### src/hdl/scpa_ram.sv
// scpa_ram: generic simple dual-port ram, one write and one read port
// read data registered on read enable; no dependencies
`default_nettype none

module scpa_ram #(
    parameter int unsigned WIDTH = 14,
    parameter int unsigned DEPTH = 32,
    localparam int unsigned AW = (DEPTH > 1) ? $clog2(DEPTH) : 1
) (
    input  wire logic             i_clk,
    input  wire logic             i_we,
    input  wire logic [AW-1:0]    i_waddr,
    input  wire logic [WIDTH-1:0] i_wdata,
    input  wire logic             i_re,
    input  wire logic [AW-1:0]    i_raddr,
    output logic      [WIDTH-1:0] o_rdata
);

    logic [WIDTH-1:0] r_mem [DEPTH];
    logic [WIDTH-1:0] r_rdata;

    always_ff @(posedge i_clk) begin
        if (i_we) begin
            r_mem[i_waddr] <= i_wdata;
        end
        if (i_re) begin
            r_rdata <= r_mem[i_raddr];
        end
    end

    assign o_rdata = r_rdata;

endmodule

`default_nettype wire

### config.mk
export PLATFORM = sky130hd
export DESIGN_NAME = scpa_ram
export DESIGN_NICKNAME = d
export VERILOG_FILES = /design/src/hdl/scpa_ram.sv
export SDC_FILE = /design/constraint.sdc
export NUM_CORES = 1
export LEC_CHECK = 0
export ABC_AREA = 1
export BUFFER_PORTS_ARGS = -buffer_cell sky130_fd_sc_hd__buf_2
export CAP_MARGIN = 20
export CORE_MARGIN = 2
export CORE_UTILIZATION = 62
export CTS_BUF_LIST = sky130_fd_sc_hd__clkbuf_8
export DETAILED_ROUTE_END_ITERATION = 8
export HOLD_SLACK_MARGIN = 0.05
export PLACE_DENSITY_LB_ADDON = 0.05
export SYNTH_ARGS = -nofsm -noshare
export SYNTH_HDL_FRONTEND = slang
export SYNTH_SLANG_ARGS = --single-unit
### constraint.sdc
create_clock -name i_clk -period 1.65 [get_ports i_clk]
set_input_delay 0.165 -clock i_clk [delete_from_list [all_inputs] [get_ports i_clk]]
set_output_delay 0.165 -clock i_clk [all_outputs]
set_load 0.02 [all_outputs]
# --- After elaboration in Yosys (flattened, before gate mapping) ---
# Memory sizes are Yosys's and may differ from the RTL's. A register that Yosys moved wholly into a read port is not among the register bits.
# Cells that the tools add are included.
op_classes:
  n_mux: 2
ops:
  columns: ["op", "n"]
  rows:
  - ["2-to-1 mux 1 bit", 2]
word_totals:
  register_bits: 0
  mem_bits_rw: 448
  input_bits: 27
  out_inout_bits: 14
  word_cells: 3
  n_memories: 1
memory_table:
  columns: ["memory", "words", "width", "read_ports", "rd_ports_with_merged_regs", "wr", "line", "source"]
  rows:
  - ["r_mem", 32, 14, 1, 1, 1, "19", "logic [WIDTH-1:0] r_mem [DEPTH];"]

# --- Logic depth before layout (Yosys ltp) ---
# Gate-level depths: netlist of run 1.
depth:
  word_depth: 2
  ltp_mapped: 12
  depth_no_buf: 9

# --- Worst setup path before layout of run 1 ---
# No wires, ideal clock.
synth_timing:
  kind: "input to register"
  from: "in i_waddr[0]"
  to: "mem r_mem[0][0] (enable)"
  setup_ns: 0.384
  t_arrival_ns: 1.077
  t_required_ns: 1.266
  path_slack_ns: 0.189
  stages: 3
  n_path_buf: 0
  cell_sequence: "inv_1 nand3_1 nor2_1"
synth_rtl:
  columns: ["item", "line", "source"]
  rows:
  - ["start: declaration", "12", "input wire logic [AW-1:0] i_waddr,"]
  - ["end: declaration", "19", null]
# Straight into the memory's write port.

# --- Final worst setup path of run 1 ---
layout_timing:
  from: "reg r_rdata[9] (netlist: o_rdata[9]) (read register of r_mem)"
  to: "out o_rdata[9]"
layout_rtl:
  columns: ["item", "line", "source"]
  rows:
  - ["start: declaration", "20", "logic [WIDTH-1:0] r_rdata;"]
  - ["end: declaration", "16", "output logic [WIDTH-1:0] o_rdata"]
# No word-level cell between the ends.

==> reports/results.ini, run 1 <==
[synthesis]
yosys-top-cells-area=edfxtp_1 74%, nand2_1 13%, nand3_1 9.3%
ys_dominant_reg_cell=edfxtp_1
post-synth-top-area-cell=edfxtp_1
synthesis.area_per_instance_um2=11.90
synthDominantCellAreaShare=0.7404
synth_async_sr_flop_share=0
synthDistinctLibCells=13
yosysMostFrequentCell=nand2_1
synth.ff_latch_count=462
post_synth_top_cells=630 x nand2_1, 462 x edfxtp_1, 348 x nand3_1
synth_edf_count=462
synth_seq_area_share=0.7404
syn_inst=1575
syn_nets=1602
synth.yosys.warnings=0
netlist_area_before_placement_mm2=0.01874

[worst_setup_path]
reg2reg_slack_ps=280
cp.buffers_inverters=1
slowest_delay_ps=450
critical_path.startpoint_type=register
worstReg2RegStart=r_mem[13][2]
worst_setup_path_startpoint=o_rdata[9]
timing.setup.critical_path_class=reg2out
cell_by_cell_listing_of_the_critical_path=buf_2
crit_required_ps=1480
critPathSlowestCell=edfxtp_1
arrival_ps=1240
cp_max_fo=1
cp-end-kind=primary output
critical-path-top-delay-family=flip-flops

[clock_tree]
cts_resized=0
max-clock-path-buffers=3
root_buffer=clkbuf_8
cts_htree_levels=3
cts.hold.buffers_added=4
clock_latency_ps=600
postCtsSetupRepairBufs=0
clk_pin_slew_ps=60
clock_buffer_count_from_cts=74
clock-sinks=462
tritoncts_clock_tree=built

[run_status]
outcome=finished clean

[placed_design]
hpwl_um=26740
routabilityCongestion=0.8158
cell_area_after_placement_mm2=0.01985
port-buffer-count=40

[grt]
global_route.overflow_total=0
first_global_vias=11486
antenna_found_initial=2
maximum_number_of_pins_on_one_net_before_global_route_repair=108
wire_length_of_the_first_global_routing_pass_um=67390
grt_usage=0.2921

[route]
detailroute.via_count=12249
wl_per_cell_um=20.72
drt_drc_violations_left=0
drt_first_pass_iters=5
vias_per_cell=5.713
first_iter_violations=1372
route.antenna.remaining_nets=0
postRouteWirelength_um=44420

[layout]
final_util=0.7121
final_cell_area_mm2=0.02116
post_route_cells_drive_above_1_share=0.1290
areaGrowthSynthToFinish_pct=12.94
fin_nets=1726

[die]
floorplan.io_pins=41
die_y_um=177.8
floorplan_die_area_mm2=0.03163
initial_utilization=0.6305
fp-row-count=63
floorplan.die.width_um=177.8
core_region_area_mm2=0.02972

[timing]
report.final.hold_viol_count=0
achievable-frequency_mhz=710.8
final_max_slew_viol_count=0
tightest_slew_ps=725.3
slew_headroom=0.5165
finalCriticalPeriod_ps=1407
final_report_setup_violation_count=0
clock-skew-final_ps=33.16
unrepaired_setup_endpoints_after_global_routing=no
post-route-period-util=0.8526

[min_path]
hold_class=in2reg
hold_path.startpoint=i_wdata[3]

[power_and_ir_drop]
p_leak_nw=8.061
ir_worst_vdd_mv=0.7684
power.density_mw_per_mm2=1103

[flow_run]
max_cap_viol_count=0

==> worst paths after layout <==
kind | end | cells after the start
worst max-delay path | o_rdata[9] | 1
worst min-delay path | r_mem[13][3] | 2
worst max register to register | o_rdata[2] | 8
worst min register to register | o_rdata[9] | 8
==> cell usage in the layout, fill, tap and decap left out <==
| cell | instances |
|---|---|
| clkinv_1 | 18 |
| nand2_1 | 630 |
| inv_6 | 4 |
| edfxtp_1 | 462 |
| inv_2 | 2 |
| clkbuf_8 | 76 |
| clkinv_2 | 4 |
| inv_4 | 1 |
| nand3_1 | 348 |
| diode_2 | 2 |
| inv_1 | 32 |
| nor2_1 | 32 |
| buf_6 | 1 |
| clkinvlp_4 | 2 |
| buf_2 | 38 |
| dlygate4sd3_1 | 4 |
| buf_12 | 22 |
| buf_4 | 76 |
==> power by group <==
group	leakage [nW]	total (mW)	internal [mW]	switching, mW
clock	0.743	8.50	4.27	4.23
combinational	3.14	1.68	0.503	1.18
sequential	4.18	13.2	13.1	0.0534
total	8.06	23.3	17.9	5.46
==> stage by stage <==
step	total power, mW	std cells	TNS [ps]	hold WS (ps)	setup WS, ps
6_report	23.34	2144	0	135.4	243.2
5_1_grt	24.11	2143	0	114.0	158.9
4_1_cts	23.44	2142	0	110.9	248.2
3_5_place_dp	15.06	2009	-235.8	628.9	-88.66
3_3_place_gp	15.04	2009	-153.6	621.1	-59.90
2_1_floorplan	14.31	1575	0	263.9	188.9
==> cell families (layout without fill, tap and decap cells) <==
kind of cell / count (synthesis) / after routing / synth area share
buffers and inverters: 103 / 280 / 0.03405
other: 0 / 2 / 0
DFF: 462 / 462 / 0.7404
and+or+nand+nor: 1010 / 1010 / 0.2256
==> cell type report <==
type	count	area (um2)
diodes	2	5.005
clock buffers	76	1046
clock inverters	53	226.5
fillers	2087	8554
inverters	10	45.04
multi-input cells	1010	4227
flip-flops and latches	462	13870
well taps	390	488.0
repair buffers	141	1252
==> state kept, by name (all words and copies together), names as in the netlist <==
| name | flops |
|---|---|
| o_rdata | 14 |
| r_mem | 448 |
==> layer usage <==
metal  track usage  part of all wire  wire length [um]  up-vias
met4       0.09255             0.020               901        0
met3       0.04884             0.093              4127       66
met5             0                 0                 0        -
li1              -                 -                 -     5750
met2        0.4354              0.45             20130      557
met1        0.4459              0.43             19260     5876
No activity file was read; power rests on OpenSTA's default activity.
==> inputs of run 2 (changes only) <==
--- a/config.mk
+++ b/config.mk
@@ -6,12 +6,12 @@
 export NUM_CORES = 1
 export LEC_CHECK = 0
 export ABC_AREA = 1
-export BUFFER_PORTS_ARGS = -buffer_cell sky130_fd_sc_hd__buf_2
 export CAP_MARGIN = 20
 export CORE_MARGIN = 2
 export CORE_UTILIZATION = 62
 export CTS_BUF_LIST = sky130_fd_sc_hd__clkbuf_8
 export DETAILED_ROUTE_END_ITERATION = 8
+export DONT_BUFFER_PORTS = 1
 export HOLD_SLACK_MARGIN = 0.05
 export PLACE_DENSITY_LB_ADDON = 0.05
 export SYNTH_ARGS = -nofsm -noshare
==> reports/results.ini, run 2 (synthesis results as in run 1) <==
[grt]
first_global_vias=11562  ; was 11,486
maximum_number_of_pins_on_one_net_before_global_route_repair=226  ; was 108
grt_usage=0.3004  ; was 0.2921
wire_length_of_the_first_global_routing_pass_um=69310  ; was 67,390 um
antenna_found_initial=0  ; was 2
global_route.overflow_total=0  ; unchanged

[layout]
num_antenna_cells=0  ; was 2
num-fill-cells=2113  ; was 2,087
final_util=0.7017  ; was 0.7121
areaGrowthSynthToFinish_pct=11.28  ; was 12.94%
layout_commonest_cell=nand2_1  ; unchanged
fin_nets=1670  ; was 1,726
largest_reg_flops=448  ; unchanged
layout_common_cells=630 x nand2_1, 462 x edfxtp_1, 348 x nand3_1  ; unchanged
max_flop_register=r_mem  ; unchanged
finish.cell_count_without_fillers=2077  ; was 2,144
post_route_cells_drive_above_1_share=0.09010  ; was 0.1290
final_cell_area_mm2=0.02085  ; was 0.02116 mm2

[worst_setup_path]
cp.buffers_inverters=3  ; was 1
cp_max_fo=15  ; was 1
critPathSlowestCell=dlygate4sd3_1  ; was edfxtp_1
worst_r2r_path_depth=8  ; unchanged
critical_path.startpoint_type=primary input  ; was register
arrival_ps=1840  ; was 1240 ps
cell_by_cell_listing_of_the_critical_path=dlygate4sd3_1, inv_1, buf_4, nand2_1, nand2_1  ; was buf_2
timing.critical_path.mode_cell=nand2_1
crit_required_ps=1980  ; was 1480 ps
reg2reg_slack_ps=320  ; was 280 ps
timing.setup.critical_path_class=in2reg  ; was reg2out
slowest_delay_ps=1000  ; was 450 ps
cp-end-kind=register  ; was primary output
crit_cells=5  ; was 1
critical-path-top-delay-family=buffers and inverters  ; was flip-flops

[timing]
finalCriticalPeriod_ps=1510  ; was 1407 ps
timing.setup.tns_ps=0  ; unchanged
achievable-frequency_mhz=662.3  ; was 710.8 MHz
final_max_slew_viol_count=0  ; unchanged
layout_setup_ws_ps=140.1  ; was 243.2 ps
slew_headroom=0.4261  ; was 0.5165
clock-skew-final_ps=20.90  ; was 33.16 ps
tightest_slew_ps=858.0  ; was 725.3 ps
post-route-period-util=0.9151  ; was 0.8526
final_report_setup_violation_count=0  ; unchanged
worst_hold_slack_ps=78.49  ; was 135.4 ps
report.final.hold_viol_count=0  ; unchanged
unrepaired_setup_endpoints_after_global_routing=no  ; unchanged

[power_and_ir_drop]
p_leak_nw=7.785  ; was 8.061 nW
ir_worst_vdd_mv=0.7103  ; was 0.7684 mV
power.density_mw_per_mm2=1093  ; was 1103 mW/mm2
finalPower_mw=22.78  ; was 23.34 mW

[die]
die_y_um=177.8  ; unchanged
fp-row-count=63  ; unchanged
initial_utilization=0.6305  ; unchanged
floorplan_die_area_mm2=0.03163  ; unchanged
floorplan.io_pins=41  ; unchanged
core_region_area_mm2=0.02972  ; unchanged
floorplan.die.width_um=177.8  ; unchanged

[placed_design]
port-buffer-count=0  ; was 40
routabilityCongestion=0.8186  ; was 0.8158
place_ws_ps=175.5  ; was -88.66 ps
hpwl_um=24420  ; was 26,740 um
placed_cells_incl_taps=1926  ; was 2,009
cell_area_after_placement_mm2=0.01919  ; was 0.01985 mm2

[clock_tree]
cts_resized=0  ; unchanged
clock-sinks=462  ; unchanged
root_buffer=clkbuf_8  ; unchanged
tritoncts_clock_tree=built  ; unchanged
cts_htree_levels=3  ; unchanged
clk_pin_slew_ps=60  ; about the same
clock_latency_ps=590  ; was 600 ps
clock_buffer_count_from_cts=72  ; was 74
max-clock-path-buffers=3  ; unchanged
postCtsSetupRepairBufs=0  ; unchanged

[route]
postRouteWirelength_um=45890  ; was 44,420 um
drt_drc_violations_left=0  ; unchanged
wl_per_cell_um=22.09  ; was 20.72 um
route.antenna.remaining_nets=0  ; unchanged
first_iter_violations=1415  ; was 1,372
detailroute.via_count=12107  ; was 12,249
vias_per_cell=5.829  ; was 5.713
drt_first_pass_iters=5  ; unchanged

[run_status]
outcome=finished clean  ; unchanged

[min_path]
hold_class=in2reg  ; unchanged
worst_hold_path.num_cells=6  ; was 2

[flow_run]
max_cap_viol_count=0  ; unchanged

## run 2: area by class of cell
type	instances	area (um2)	share of cell area
Clock buffer	72	991.0	0.04752
Clock inverter	46	192.7	0.009240
Inverter	10	45.04	0.002160
Multi-Input combinational cell	1010	4227	0.2027
Sequential cell	462	13870	0.6653
Tap cell	390	488.0	0.02340
Timing Repair Buffer	87	1036	0.04968
## run 2: worst paths after layout
kind	start	endpoint
min reg2reg	r_mem[6][5]	o_rdata[5]
min	i_raddr[2]	o_rdata[4]
max reg2reg	r_mem[17][2]	o_rdata[2]
max	i_raddr[4]	o_rdata[8]
## run 2: tightest hold or removal path: stages
cell,delay (ps)
nand3_1,60
nand2_1,90
nand2_1,60
nand2_1,60
nand2_1,60
nand2_1,60
## run 2: report_power, final
group / total [mW] / internal [mW] / switching [mW]
clock network: 8.18 / 4.03 / 4.14
registers: 13.2 / 13.1 / 0.103
logic: 1.41 / 0.463 / 0.944
## run 2: repair_timing
action,4_1_cts,5_1_grt
hold endpoints to repair,476,0
hold buffers,33,0
setup endpoints to repair,0,0
## run 2: metal layers
metal | global-route usage | vias to the layer above | wire length, um
met5 | 0 | - | 0
met4 | 0.08675 | 0 | 1004
met3 | 0.05698 | 73 | 4244
met2 | 0.4557 | 591 | 21220
met1 | 0.4497 | 5815 | 19410
li1 | - | 5628 | -
